File: src/rtl/assert_macros.svh
// Assertion macros used by the top level of the reachability block.
`ifndef ASSERT_MACROS_SVH
`define ASSERT_MACROS_SVH

// Implication checked on every rising edge of clk outside reset.
`define GRDFS_ASSERT_IMP(lbl, ante, cons) \
    lbl: assert property (@(posedge clk) disable iff (!rst_n) (ante) |-> (cons)) \
        else $error("grdfs assertion failed");

// Property that must hold on every rising edge of clk outside reset.
`define GRDFS_ASSERT_ALWAYS(lbl, expr) \
    lbl: assert property (@(posedge clk) disable iff (!rst_n) (expr)) \
        else $error("grdfs assertion failed");

`endif

File: src/rtl/grdfs_ram.sv
// Generic single-write, single-read RAM with registered read data.
`default_nettype none

module grdfs_ram #(
    parameter int WIDTH = 8,
    parameter int DEPTH = 64
) (
    input  wire logic                     clk,
    input  wire logic                     we,
    input  wire logic [$clog2(DEPTH)-1:0] waddr,
    input  wire logic [WIDTH-1:0]         wdata,
    input  wire logic                     re,
    input  wire logic [$clog2(DEPTH)-1:0] raddr,
    output      logic [WIDTH-1:0]         rdata
);

    logic [WIDTH-1:0] mem [DEPTH];

    always_ff @(posedge clk)
    begin
        if (we)
        begin
            mem[waddr] <= wdata;
        end
        if (re)
        begin
            rdata <= mem[raddr];
        end
    end

endmodule

`default_nettype wire

File: config.mk
export PLATFORM = sky130hd
export DESIGN_NAME = grdfs_ram
export DESIGN_NICKNAME = d
export VERILOG_FILES = /design/src/rtl/assert_macros.svh /design/src/rtl/grdfs_ram.sv
export SDC_FILE = /design/constraint.sdc
export NUM_CORES = 1
export LEC_CHECK = 0
export ABC_AREA = 1
export BUFFER_PORTS_ARGS = -buffer_cell sky130_fd_sc_hd__buf_2
export CORE_MARGIN = 5
export CORE_UTILIZATION = 50
export DETAILED_ROUTE_END_ITERATION = 7
export GPL_TIMING_DRIVEN = 0
export PLACE_DENSITY = 0.66
export SETUP_SLACK_MARGIN = 0.1
export SLEW_MARGIN = 20
export SYNTH_ARGS = -nofsm -noshare
export SYNTH_HDL_FRONTEND = slang
export SYNTH_SLANG_ARGS = --single-unit
File: constraint.sdc
create_clock -name clk -period 2.3 [get_ports clk]
set_clock_uncertainty 0.15 [all_clocks]
set_input_delay 0.23 -clock clk [delete_from_list [all_inputs] [get_ports clk]]
set_output_delay 0.23 -clock clk [all_outputs]
set_load 0.005 [all_outputs]
; ---- Yosys cells after proc, flatten, opt, wreduce, memory -nomap -nowiden
; Memories as Yosys holds them, arrays and structs flattened. A register that Yosys moved wholly into a read port is not among the register bits.
; Index checks and enable logic that the tools add are counted.
[op_classes]
mux = 2
[ops]
columns = cell, count
row1 = 1-bit two-way mux, 2
[word_totals]
register_bits = 0
ramBits = 512
inputBits = 23
output_inout_bits = 8
wordCells = 3
mem_count = 1
[mem_list]
columns = name, depth, width, read_ports, rd_ports_with_merged_regs, write_ports, line_no
row1 = mem, 64, 8, 1, 1, 1, grdfs_ram.sv:17  ; logic [WIDTH-1:0] mem [DEPTH];

; ---- Depth between registers and ports, before layout
[depth]
ltp_word = 2
depth_mapped = 12
mapped_depth_nobuf = 9

; ---- Least setup slack after synthesis
; OpenSTA, ideal clock, no wires.
[synth_path]
path_type = input-to-reg
from = input port we
to = memory mem[48][0] (enable)
setup_ps = 395
t_arrival_ps = 1601
required_time_ps = 1755
setup_slack_ps = 154
path_stages = 3
n_path_buf = 1
cell_sequence = clkbuf_1 nand4_1 nor4_1
[synth_between]
elab_chain_len = 2
[synth_rtl]
columns = element, line_no
row1 = "start, declared", grdfs_ram.sv:9  ; input wire logic we,
row2 = 1-bit two-way mux, grdfs_ram.sv:21  ; if (we)
row3 = 1-bit two-way mux (implied by the code), grdfs_ram.sv:23  ; mem[waddr] <= wdata;
row4 = "end, declared", grdfs_ram.sv:17
; No other way between the ends.

; ---- Final worst setup path
[layout_path]
from = input port waddr[2]
to = memory mem[2][4] (enable)
[layout_rtl]
columns = element, line_no
row1 = "start, declared", grdfs_ram.sv:10  ; input wire logic [$clog2(DEPTH)-1:0] waddr,
; No word-level cell before the write port.

==> flow_summary.yaml <==
critical_path:
  worstPathArrival_ns: 2.34
  worstSetupStartpointType: "primary input"
  crit_fanout: 9
  worstSetupEndpointType: "flop"
  crit_type: "in -> reg"
  cp.required_ns: 2.37
layout:
  area_growth_pct: 12.1
  diodes: 0
  fin_util_pct: 57.0
  n_fill_cell: 3430
  final_area_um2: 24000
  seqCellArea_um2: 15600
  drive_above_1_share_pct: 10.7
  nNetsFinal: 1914
  layoutNonFillerInstCount: 2467
  multi_input_area_um2: 5030
place:
  dp_hpwl_um: 40500
  dpl.cell_count: 2374
  placed_cell_area_um2: 22300
  place_congestion: 0.962
  io_buffers: 22
global_route:
  grt_pass1_wl_um: 90000
  track_usage_pct: 26.0
  grt_pass1_vias: 13788
  antenna_found_initial: 2
  grt_start_max_net_pins: 65
  grt-ovfl-total: 0
floorplanning:
  die-area_um2: 47100
  fp.dieW_um: 217
  ios: 31
  start_util_pct: 50.8
  die_y_um: 217
  core_um2: 42100
  num_rows: 75
synthesis:
  synth_edf_count: 520
  synth.ff_latch_count: 520
  synth_xor_xnor_area_share_pct: 0
  synth_fa_ha_area_share_pct: 0
  synth_top_area_cell: "edfxtp_1"
  yosysMostFrequentCell: "nand2_1"
  yosys-top-cells-count: "nand2_1 (648), edfxtp_1 (520), nand3_1 (439), nor2_1 (56), buf_2 (37)"
  synth-compound-area-share_pct: 0
  synth_top_family_by_area: "simple AND/OR/NAND/NOR gates"
  synth_mux_area_share_pct: 0
  synth_seq_area_share_pct: 72.9
  synth_top_area_share_pct: 72.9
  synthCells: 1805
  synth_area_leaders: "edfxtp_1 (73%), nand2_1 (11%), nand3_1 (10%), buf_6 (1.8%), nor2_1 (0.98%)"
  yosys_warnings: 0
  yosys.area_share.simple_pct: 23.1
  async_flop_share_pct: 0
  synth_cell_types: 15
  synthesis.nets: 1828
  syn_area_per_cell_um2: 11.9
  synth-main-ff-cell: "edfxtp_1"
  syn-cell-area_um2: 21400
power:
  p_leak_nw: 8.67
  p_per_area_nw_per_um2: 842
  p_total_mw: 20.2
  ir_drop_v: 0.000679
sta:
  slew_viol_final: 0
  max_clock_freq_mhz: 440
  fin_crit_sh_pct: 98.8
  fin_crit_ns: 2.27
  hold_viol: 0
  rsz0062_at_grt: "yes"
  worst_pin_slew_ns: 0.907
  setup_viol: 0
  max-slew-margin-rel_pct: 39.3
clocking:
  cts_tree: "done"
  insertion_delay_ns: 0.60
  cts_buffers: 53
  cts.clk_slew.worst_paths_ns: 0.06
  htreeDepth: 2
  root_buffer: "clkbuf_16"
  post_cts_buffers: 0
  cts.sinks: 520
  clk_path_buf_depth: 3
routing:
  via_per_inst: 5.82
  dr.pass1.iters: 6
  wl_per_cell_um: 24.8
  vias: 14369
  ant_nets: 0
  wl_um: 61200
  drt_iter0_drc: 1897
  remaining_drc_errors: 0
run_status:
  run_status: "finished clean"
job:
  cap_violations: 0
worst_hold_path:
  min_path_type: "in -> reg"
worst max-delay path, cell delays in order:
cell and delay (ns):
clkbuf_1 0.23, inv_1 0.31, nand4_1 0.62, nor2_1 0.94
final cells by class:
cell class                      count  share of cell area, %
Tap cell                          539                   2.81
Sequential cell                   520                   65.1
Timing Repair Buffer               31                  0.792
Multi-Input combinational cell   1160                   21.0
Inverter                           12                  0.209
Clock buffer                       72                   6.00
Buffer                            113                   3.37
Clock inverter                     20                  0.798
state kept, by name (all words and copies together), names as in the netlist:
signal / count
mem: 512
rdata: 8
worst paths after layout:
check / startpoint / to / slack (ns) / cells after the start
worst min register to register: mem[24][1] / rdata[1] / 0.79 / 8
worst max register to register: mem[3][4] / rdata[4] / 0.60 / 8
worst min-delay path: raddr[4] / rdata[1] / 0.05 / 4
worst max-delay path: waddr[2] / mem[2][4] / 0.03 / 4
layer usage:
| metal | share of wire (%) | up-vias | track usage [%] |
|---|---|---|---|
| li1 | - | 6534 | - |
| met2 | 48 | 690 | 42.5 |
| met1 | 40 | 7038 | 36.1 |
| met5 | 0.056 | - | 0 |
| met3 | 8.8 | 103 | 4.52 |
| met4 | 3.0 | 4 | 7.90 |
kinds of logic (layout without fill, tap and decap cells):
family        count (synthesis)  after routing
simple gates               1160           1160
flops                       520            520
buf+inv                     125            248
power breakdown:
part	internal (mW)	switching, mW	leakage [nW]
Clock	4.79	3.51	0.794
Sequential	10.5	0.0210	4.69
Combinational	0.357	1.03	3.19
Total	15.7	4.56	8.67
metrics by stage:
stage               setup TNS [ns]  hold WS, ns  setup WS, ns
finish                           0       0.0542        0.0287
detailed placement         -166.89        0.472        -0.568
CTS                              0       0.0108         0.126
global route                     0       0.0887       0.00351
floorplan                        0        0.179         0.154
global placement           -126.60        0.462         -1.04
layout by cell type, fill, tap and decap left out, types with 14 or more instances in the layout:
master	Yosys	final
buf_4	14	26
edfxtp_1	520	520
nand3_1	439	439
clkbuf_16	0	55
nand2_1	648	648
nor2_1	56	42
nor2_2	0	14
buf_6	35	35
buf_2	37	55
clkbuf_1	15	32
repair_timing:
action | in CTS | in global routing
setup endpoints to repair | 8 | 192
resized for setup | 1 | 13
cloned | 0 | 0
hold buffers | 1 | 0
endpoints found under the hold margin | 8 | 0
(Power assumes the default switching activity.)
