===== src/rtl/assert_macros.svh =====
// Assertion macros used by the top level of the reachability block.
`ifndef ASSERT_MACROS_SVH
`define ASSERT_MACROS_SVH

// Implication checked on every rising edge of clk outside reset.
`define GRDFS_ASSERT_IMP(lbl, ante, cons) \
    lbl: assert property (@(posedge clk) disable iff (!rst_n) (ante) |-> (cons)) \
        else $error("grdfs assertion failed");

// Property that must hold on every rising edge of clk outside reset.
`define GRDFS_ASSERT_ALWAYS(lbl, expr) \
    lbl: assert property (@(posedge clk) disable iff (!rst_n) (expr)) \
        else $error("grdfs assertion failed");

`endif


===== src/rtl/grdfs_pkg.sv =====
// Package with the constants, codes and types of the reachability block.
`default_nettype none

package grdfs_pkg;

    localparam int NODES  = 64;
    localparam int NODE_W = $clog2(NODES);
    localparam int CNT_W  = $clog2(NODES + 1);

    typedef logic [NODE_W-1:0] node_t;
    typedef logic [CNT_W-1:0]  cnt_t;
    typedef logic [NODES-1:0]  row_t;

    typedef enum logic [1:0] {
        CMD_CLEAR = 2'd0,
        CMD_ADD   = 2'd1,
        CMD_QUERY = 2'd2
    } cmd_t;

    // Result of the lowest-set-bit search.
    typedef struct packed {
        logic  found;
        node_t index;
    } ffs_res_t;

endpackage

`default_nettype wire


===== src/rtl/grdfs_ffs.sv =====
// Lowest-set-bit search over one adjacency row.
`default_nettype none

module grdfs_ffs import grdfs_pkg::*; (
    input  wire row_t     vec,
    output      ffs_res_t res
);

    always_comb
    begin
        res.found = |vec;
        res.index = '0;
        for (int i = NODES - 1; i >= 0; i--)
        begin
            if (vec[i])
            begin
                res.index = NODE_W'(i);
            end
        end
    end

endmodule

`default_nettype wire


===== config.mk =====
export PLATFORM = sky130hd
export DESIGN_NAME = grdfs_ffs
export DESIGN_NICKNAME = d
export VERILOG_FILES = /design/src/rtl/assert_macros.svh /design/src/rtl/grdfs_pkg.sv /design/src/rtl/grdfs_ffs.sv
export SDC_FILE = /design/constraint.sdc
export NUM_CORES = 1
export LEC_CHECK = 0
export BUFFER_PORTS_ARGS = -buffer_cell sky130_fd_sc_hd__buf_4
export CORE_MARGIN = 2
export CORE_UTILIZATION = 42
export DETAILED_ROUTE_END_ITERATION = 16
export GPL_TIMING_DRIVEN = 0
export PLACE_DENSITY = 0.83
export RECOVER_POWER = 25
export SLEW_MARGIN = 10
export SYNTH_ARGS = -nofsm -noshare
export SYNTH_HDL_FRONTEND = slang
export SYNTH_SLANG_ARGS = --single-unit

===== constraint.sdc =====
create_clock -name vclk -period 1.65
set_clock_uncertainty 0.05 [all_clocks]
set_input_delay 0 -clock vclk [all_inputs]
set_output_delay 0 -clock vclk [all_outputs]
set_load 0.02 [all_outputs]

== After elaboration in Yosys (flattened, before gate mapping) ==
Index checks and enable logic that the tools add are counted.

* Mux-type cells: 64
* Reductions and logical operators: 1

{| class="wikitable"
|+ Operators with widths
! kind !! number
|-
| 6-bit two-way mux || 64
|-
| 64-bit OR reduction || 1
|}

* Bits in registers: 0
* Input port bits: 64
* Output and inout port bits: 7
* Logic and storage cells: 65

== Longest topological paths before layout ==
Gate-level depths: netlist of the first run.

* Depth after elaboration: 64
* Mapped depth: 5

== Least setup slack after synthesis of the first run ==
Ideal clock, no wire load.

* Path kind: in2out
* From: input port vec[15]
* To: output port res[5] (netlist name)
* Arrival time: 1.518 ns
* Data required time: 1.600 ns
* Slack: 0.082 ns
* Stages on the path: 4
* Cells stage by stage: or4_4 > nor2b_2 > nand3_1 > nor4_1

{| class="wikitable"
|+ RTL lines
! what !! line !! source
|-
| start: declaration || grdfs_ffs.sv:5 || <nowiki>input wire row_t vec,</nowiki>
|-
| end: declaration || grdfs_ffs.sv:6 || <nowiki>output ffs_res_t res</nowiki>
|}

==> impl_results.md, run 1 <==
* Outcome: finished clean
* Initial antenna violation count at 0
* Fill count at about 170
* Total GRT Usage at 24.3%
* Sw Ratio at a little under half
* Clock power frac at 0%
* Net switching power at 131 uW
* Largest net degree at the start of global routing at 6
* Core box area at 0.00198 sq mm
* Worst path slowest cell: or4_4
* GRT overflow at 0
* Postcts setup bufs at 0
* Unrepaired setup endpoints after global routing: no
* Setup violators final at 0
* Seq/Total Area, Yosys at 0%
* Fin crit period at roughly 1.5 ns
* Starting Density at 44.8%
* Detailed Route WL at about 3000 um
* Nets@finish at around 280
* Hold Path Depth at 5
* Final setup TNS at 0 ns
* Largest area contributor in the synthesized netlist: nor4_1
* P_int at 149 uW
* Distinct cell type count after synthesis at 40
* Most frequent cells in the layout: buf_4, nor2_1, nor4_1
* RePlAce Congestion at 0.821
* Fmax at 648 MHz
* Top-level I/O count at 71
* CP Max Fanout at 3
* Hold Violations, Final at 0
* Worst min-delay path startpoint: vec[1]
* Worst Path Class, Setup: in -> out
* Peak supply drop at 0.111 mV
* Pwr Total at 280 uW
* Fin. max-slew vios at 0
* DRC Markers at 0
* Top post-synthesis cells by area: nor4_1, nor2_1, nor3_1
* Vias per Instance at between 5 and 6
* Seq pwr share at 0%
* Synth Net Count at approximately 210
* DPL Wire Length at roughly 2700 um
* Rel. slew slack at 67.2%
* Vias at between 1000 and 1500
* Post-route design area at around 0.0015 sq mm
* Critical path cell sequence: buf_4, or4_4, nor4b_4, nand3_2, nor2_2, nand3b_1, buf_4
* Max cap viols at 0
* Chip Height at 50.0 um
* Register area at 0 sq um
* Core Rows at 16
* Final ANT Viol Nets at 0
* Area Growth Syn to Fin at 64.2%
* Required @ worst endpoint at 1.60 ns
* Cts hold-fix bufs at 0
* Post-Syn Area at around 900 sq um
* Area after DPL at 0.00145 sq mm
* PwrDens at 192 mW/mm^2
* Most common cell after layout, fill and taps aside: buf_4
* FFs & Latches at 0
* Comb pwr share at 100.0%
* Final period utilization at 93.5%
* Top cell type's share of synthesized area at 11.3%
* Iteration-0 DRC Markers at 32
* Routed WL per cell at 12.5 um
* Slew @ Worst Pin at 0.487 ns
* Mapped Cells at 145
* CP endpoint kind: output pin
* Die X at 50.0 um
* Hold worst-path end: res[3]
* Hold Path Class: in -> out
* Mean post-synth cell area at 6.12 sq um
* DR pass1 iterations at 4
* I/O Buffers at 71
* Clock buffers at 0
* First-pass GRT wire length at 5090 um
* Ant. Diodes at 0
* Synth warnings at 0
* P_leak at around 0.00058 uW
* Top cell by count, worst path: buf_4
* Crit start category: input port
* CP arrival at around 1.5 ns
* Worst path max stage delay at 0.55 ns
* Die ar. at 0.00250 sq mm
* Share of cells above drive strength 1 at 36.6%
* Vias in the first global route at 1265
[timing repair]
action                                 4_1_cts  5_1_grt
endpoints found under the hold margin        0        0
gates resized for setup                      0        1
setup endpoints to repair                    0        1
[kinds of logic after synthesis]
| group | share of synthesized area [%] |
|---|---|
| AND/OR/NAND/NOR | 59.4 |
| AO/OA/AOI/OAI | 36.4 |
| buffers and inverters | 4.23 |
[per-stage QoR]
stage | setup slack, ns | utilization (%) | instances | hold slack (ns)
6_report | 0.107 | 73.5 | 243 | 0.336
5_1_grt | 0.0155 | 73.5 | 243 | 0.378
4_1_cts | 0.0947 | 73.4 | 243 | 0.339
3_5_place_dp | 0.0975 | 73.4 | 243 | 0.340
3_3_place_gp | 0.0985 | 73.4 | 243 | 0.338
2_1_floorplan | 0.0817 | - | 145 | 0.122
[Yosys cell counts, types with 2 or more instances]
cell type	instances
nor2b_1	4
nand2b_1	4
a21boi_1	2
inv_1	10
o311ai_1	2
nor2_1	19
nand3_1	6
or4_1	3
or4_4	2
nand2_1	9
o21a_1	3
o21bai_1	3
a211oi_1	2
a31oi_1	2
nor4_4	2
or3_1	3
nor3_1	12
a21oi_1	10
o211ai_1	4
o21ai_0	6
o31ai_1	3
nor4_1	16
[final cells by class]
class	instances	area [sq um]	share of cell area [%]
well taps	27	33.8	2.32
multi-input cells	135	856	58.8
inverters	10	37.5	2.58
repair buffers	71	529	36.3
[power groups by stage]
stage               Combinational [uW]  Clock, uW  Sequential [uW]
finish                             280          0                0
global placement                   270          0                0
CTS                                279          0                0
floorplan                         83.0          0                0
global route                       308          0                0
detailed placement                 278          0                0
[metal layers]
metal / track usage [%] / vias up / share of wire (%)
met5: 0 / - / 0
met4: 1.85 / 0 / 0.40
met3: 2.12 / 2 / 7.6
met2: 46.0 / 68 / 49
met1: 30.6 / 646 / 43
li1: - / 726 / -
[how the worst max path moves through the flow]
stage / startpoint / end / slack, ns / cells after the start
final: vec[62] / res[6] / 0.11 / 7
after global routing: vec[15] / res[2] / 0.02 / 7
after CTS: vec[15] / res[2] / 0.09 / 7
after detailed placement: vec[15] / res[2] / 0.1 / 7
after global placement: vec[15] / res[2] / 0.1 / 7
after floorplan: vec[15] / res[5] / 0.08 / 4
[worst max-delay path: cells and delay by family]
family,cells,cell delay (ns)
AND/OR/NAND/NOR,5,1.22
buffers and inverters,2,0.28
Note: power is estimated with default switching activity, not from simulation.
==> inputs of run 2 (changes only) <==
--- a/config.mk
+++ b/config.mk
@@ -10,7 +10,7 @@
 export CORE_UTILIZATION = 42
 export DETAILED_ROUTE_END_ITERATION = 16
 export GPL_TIMING_DRIVEN = 0
-export PLACE_DENSITY = 0.83
+export PLACE_DENSITY = 0.89
 export RECOVER_POWER = 25
 export SLEW_MARGIN = 10
 export SYNTH_ARGS = -nofsm -noshare
==> run 2 against run 1 <==
Flip-flop and latch count stayed put. First-iteration DRC count is 3.1% higher. Utilization stayed put. Global-route usage is 1.1 points lower.
==> impl_results.md, run 2 (synthesized netlist as in run 1, its figures left out) <==
* First-pass GRT wire length at 4860 um
* Most frequent cells in the layout: buf_4, nor2_1, nor4_1
* FFs & Latches at 0
* CP Max Fanout at 3
* Setup slack after placement at ~0.11 ns
* Final period utilization at between 90 and 100%
* Starting Density at 44.8%
* Final ANT Viol Nets at 0
* Area after DPL at 0.00145 sq mm
* Slew @ Worst Pin at 0.490 ns
* Iteration-0 DRC Markers at 33
* Routed WL per cell at approximately 12 um
* Vias in the first global route at 1309
* Final setup margin at 0.132 ns
* Fin. max-slew vios at 0
* Post-route design area at 0.00146 sq mm
* Top-level I/O count at 71
* Fmax at 659 MHz
* Chip Height at 50.0 um
* Die X at 50.0 um
* I/O Buffers at 71
* Setup violators final at 0
* Vias at 1421
* Ant. Diodes at 0
* CP endpoint kind: output pin
* Final setup TNS at 0 ns
* P_leak at 0.000582 uW
* Vias per Instance at ~5.8
* DR pass1 iterations at 4
* Initial antenna violation count at 0
* Rel. slew slack at 67.1%
* Area Growth Syn to Fin at 64.2%
* Peak supply drop at 0.141 mV
* Required @ worst endpoint at 1.60 ns
* DRC Markers at 0
* Hold Violations, Final at 0
* Detailed Route WL at 2960 um
* Core box area at just under 0.002 sq mm
* Nets@finish at 282
* Hold Path Class: in -> out
* Unrepaired setup endpoints after global routing: no
* Largest net degree at the start of global routing at 6
* CP arrival at 1.47 ns
* RePlAce Congestion at 0.836
* Most common cell after layout, fill and taps aside: buf_4
* GRT overflow at 0
* Crit start category: input port
* DPL Wire Length at between 2000 and 3000 um
* Die ar. at 0.00250 sq mm
* Register area at 0 sq um
* Core Rows at 16
* Worst Path Class, Setup: in -> out
* PwrDens at 191 mW/mm^2
* Share of cells above drive strength 1 at 36.6%
* Clock buffers at 0
* Outcome: finished clean
* Max cap viols at 0
* Fin crit period at 1.52 ns
* Total GRT Usage at 23.3%
* Hold_ws at roughly 0.33 ns
==> run 2: cell counts in the layout (fill, tap and decap cells not counted) <==
Identical to the previous run, type by type.
==> run 2: timing repair <==
item,in CTS,in global routing
endpoints found under the hold margin,0,0
gates resized for setup,0,1
hold buffers,0,0
setup buffers,0,0
setup endpoints to repair,0,1
==> run 2: path summary, 6_finish.rpt <==
path | start | to | slack, ns | cells past startpoint
hold / removal | vec[1] | res[3] | 0.33 | 5
setup / recovery | vec[62] | res[6] | 0.13 | 7
==> run 2: final cells by class <==
type                       count  area (sq um)
tap                           27          33.8
fill                         173           526
multi-input combinational    135           856
inverter                      10          37.5
timing repair buffer          71           529
==> run 2: critical path: stages <==
cell and delay, ns:
buf_4 0.12, or4_4 0.54, nor4b_4 0.29, nand3_2 0.12
nor2_2 0.14, nand3b_1 0.09, buf_4 0.16
==> run 2: through the flow <==
step | utilization, % | total power (uW) | std cells
6_report | 73.5 | 279 | 243
5_1_grt | 73.5 | 305 | 243
4_1_cts | 73.4 | 277 | 243
3_5_place_dp | 73.4 | 276 | 243
3_3_place_gp | 73.4 | 268 | 243
2_1_floorplan | - | 83.0 | 145
==> run 2: report_power, final <==
part | total, uW | internal, uW | switching (uW)
registers | 0 | 0 | 0
clock network | 0 | 0 | 0
logic | 279 | 149 | 129
total | 279 | 149 | 129
==> run 2: metal layers <==
metal | global-route usage, % | part of all wire [%]
met5 | 0 | 0
met2 | 49.3 | 51
met4 | 1.39 | 0.78
met3 | 1.21 | 7.0
met1 | 25.5 | 41
==> inputs of run 3 (changes only) <==
--- a/config.mk
+++ b/config.mk
@@ -5,12 +5,12 @@
 export SDC_FILE = /design/constraint.sdc
 export NUM_CORES = 1
 export LEC_CHECK = 0
-export BUFFER_PORTS_ARGS = -buffer_cell sky130_fd_sc_hd__buf_4
 export CORE_MARGIN = 2
-export CORE_UTILIZATION = 42
+export CORE_UTILIZATION = 45
 export DETAILED_ROUTE_END_ITERATION = 16
+export DONT_BUFFER_PORTS = 1
 export GPL_TIMING_DRIVEN = 0
-export PLACE_DENSITY = 0.89
+export PLACE_DENSITY = 0.64
 export RECOVER_POWER = 25
 export SLEW_MARGIN = 10
 export SYNTH_ARGS = -nofsm -noshare
==> run 3 against run 2 <==
Final cell count down 29%. Global-route usage down 1.0 points. First-iteration DRC count down 79%. Power down 66%. Fmax down 0.42%. Combinational power down 66%. Routed wire length down 11%. Via count down 19%. Design area down 36%. Setup slack worse by 0.0064 ns. Highest routed layer unchanged.
==> impl_results.md, run 3 (synthesized netlist as in run 1, its figures left out) <==
* Outcome: finished clean
* Starting Density at 46.6%
* P_int at 49.2 uW
* Rel. slew slack at 47.8%
* Critical path's top delay family: simple AND/OR/NAND/NOR gates
* I/O Buffers at 0
* Clock power frac at 0%
* Final ANT Viol Nets at 0
* Unrepaired setup endpoints after global routing: no
* PwrDens at 103 mW/mm^2
* DRC Markers at 0
* Die ar. at 0.00234 sq mm
* Sw Ratio at 48.6%
* Chip Height at 48.4 um
* Comb pwr share at 100.0%
* Ant. Diodes at 0
* Hold Violations, Final at 0
* Vias at approximately 1200
* Register area at 0 sq um
* Area after DPL at 921 sq um
* Iteration-0 DRC Markers at 7
* Post-route design area at 927 sq um
* Peak supply drop at 0.0387 mV
* Worst path max stage delay at 0.70 ns
* Fin util at 48.8%
* First-pass GRT wire length at 4490 um
* FFs & Latches at 0
* Worst Path Class, Setup: in -> out
* RePlAce Congestion at around 0.8
* Cts hold-fix bufs at 0
* GRT overflow at 0
* Hold Path Class: in -> out
* Routed WL per cell at 15.4 um
* Initial antenna violation count at 0
* Fin crit period at 1.52 ns
* Vias per Instance at 6.71
* Slew @ Worst Pin at 0.771 ns
* Fmax at 656 MHz
* Most common cell after layout, fill and taps aside: nor2_1
* Critical path cell sequence: or3_1, nor3_1, nand2_1, o311ai_1
* Worst path bufs/invs at 0
* Area Growth Syn to Fin at 4.51%
* Total GRT Usage at 22.3%
* CP Max Fanout at 3
* Die X at 48.4 um
* DR pass1 iterations at 4
* Vias in the first global route at 1180
* Net switching power at 46.6 uW
* CP endpoint kind: output pin
* Core Rows at 16
* Crit start category: input port
* Worst path slowest cell: o311ai_1
* Max cap viols at 0
* Post-Layout Cell Count at 172
* Most frequent cells in the layout: nor2_1, nor4_1, nor3_1
* Core box area at 0.00190 sq mm
* Cell total after placement at roughly 170
* Top-level I/O count at 71
* Share of cells above drive strength 1 at 6.21%
* Final period utilization at about 92%
* Seq pwr share at 0%
* Clock buffers at 0
* CP arrival at 1.47 ns
* Setup violators final at 0
* Detailed Route WL at 2640 um
* Fin. max-slew vios at 0
* Required @ worst endpoint at 1.60 ns
* P_leak at between 0.0002 and 0.00025 uW
* Nets@finish at 211
* Largest net degree at the start of global routing at 6
* DPL Wire Length at between 2000 and 2500 um
run 3: cell type report:
cell class / instances / area [sq um]
fillers: 226 / 975
inverters: 10 / 37.5
well taps: 27 / 33.8
multi-input cells: 135 / 856
run 3: metal layers:
metal / GRT usage, % / routed length [um] / vias to the layer above
li1: - / - / 577
met1: 24.8 / 1040 / 526
met2: 43.5 / 1370 / 49
met3: 5.25 / 218 / 2
met4: 2.86 / 14 / 0
met5: 0 / 0 / -
run 3: timing repair:
item | in CTS | in global routing
resized for setup | 1 | 0
buffers inserted | 0 | 0
setup endpoints to repair | 1 | 0
run 3: final timing paths:
path,from,endpoint,slack (ns),cells after the start
setup / recovery,vec[12],res[0],0.13,4
hold / removal,vec[0],res[3],0.14,3
run 3: worst min-delay path, cell delays in order:
cell and delay, ns:
nor4_1 0.04, nand2_1 0.05, a31oi_1 0.10
run 3: per-stage QoR:
stage | hold slack (ns) | total power (uW) | setup TNS (ns) | setup WS [ns]
global placement | 0.146 | 94.3 | -0.0651 | -0.0651
detailed placement | 0.143 | 95.3 | -0.0674 | -0.0674
CTS | 0.143 | 96.1 | 0 | 0.113
global route | 0.172 | 109 | 0 | 0.00466
finish | 0.140 | 95.7 | 0 | 0.126
floorplan | 0.122 | 83.0 | 0 | 0.0817
run 3: power groups by stage:
stage | Clock (uW) | Sequential [uW] | Combinational, uW
after detailed placement | 0 | 0 | 95.3
final | 0 | 0 | 95.7
after CTS | 0 | 0 | 96.1
after global placement | 0 | 0 | 94.3
after floorplan | 0 | 0 | 83.0
after global routing | 0 | 0 | 109
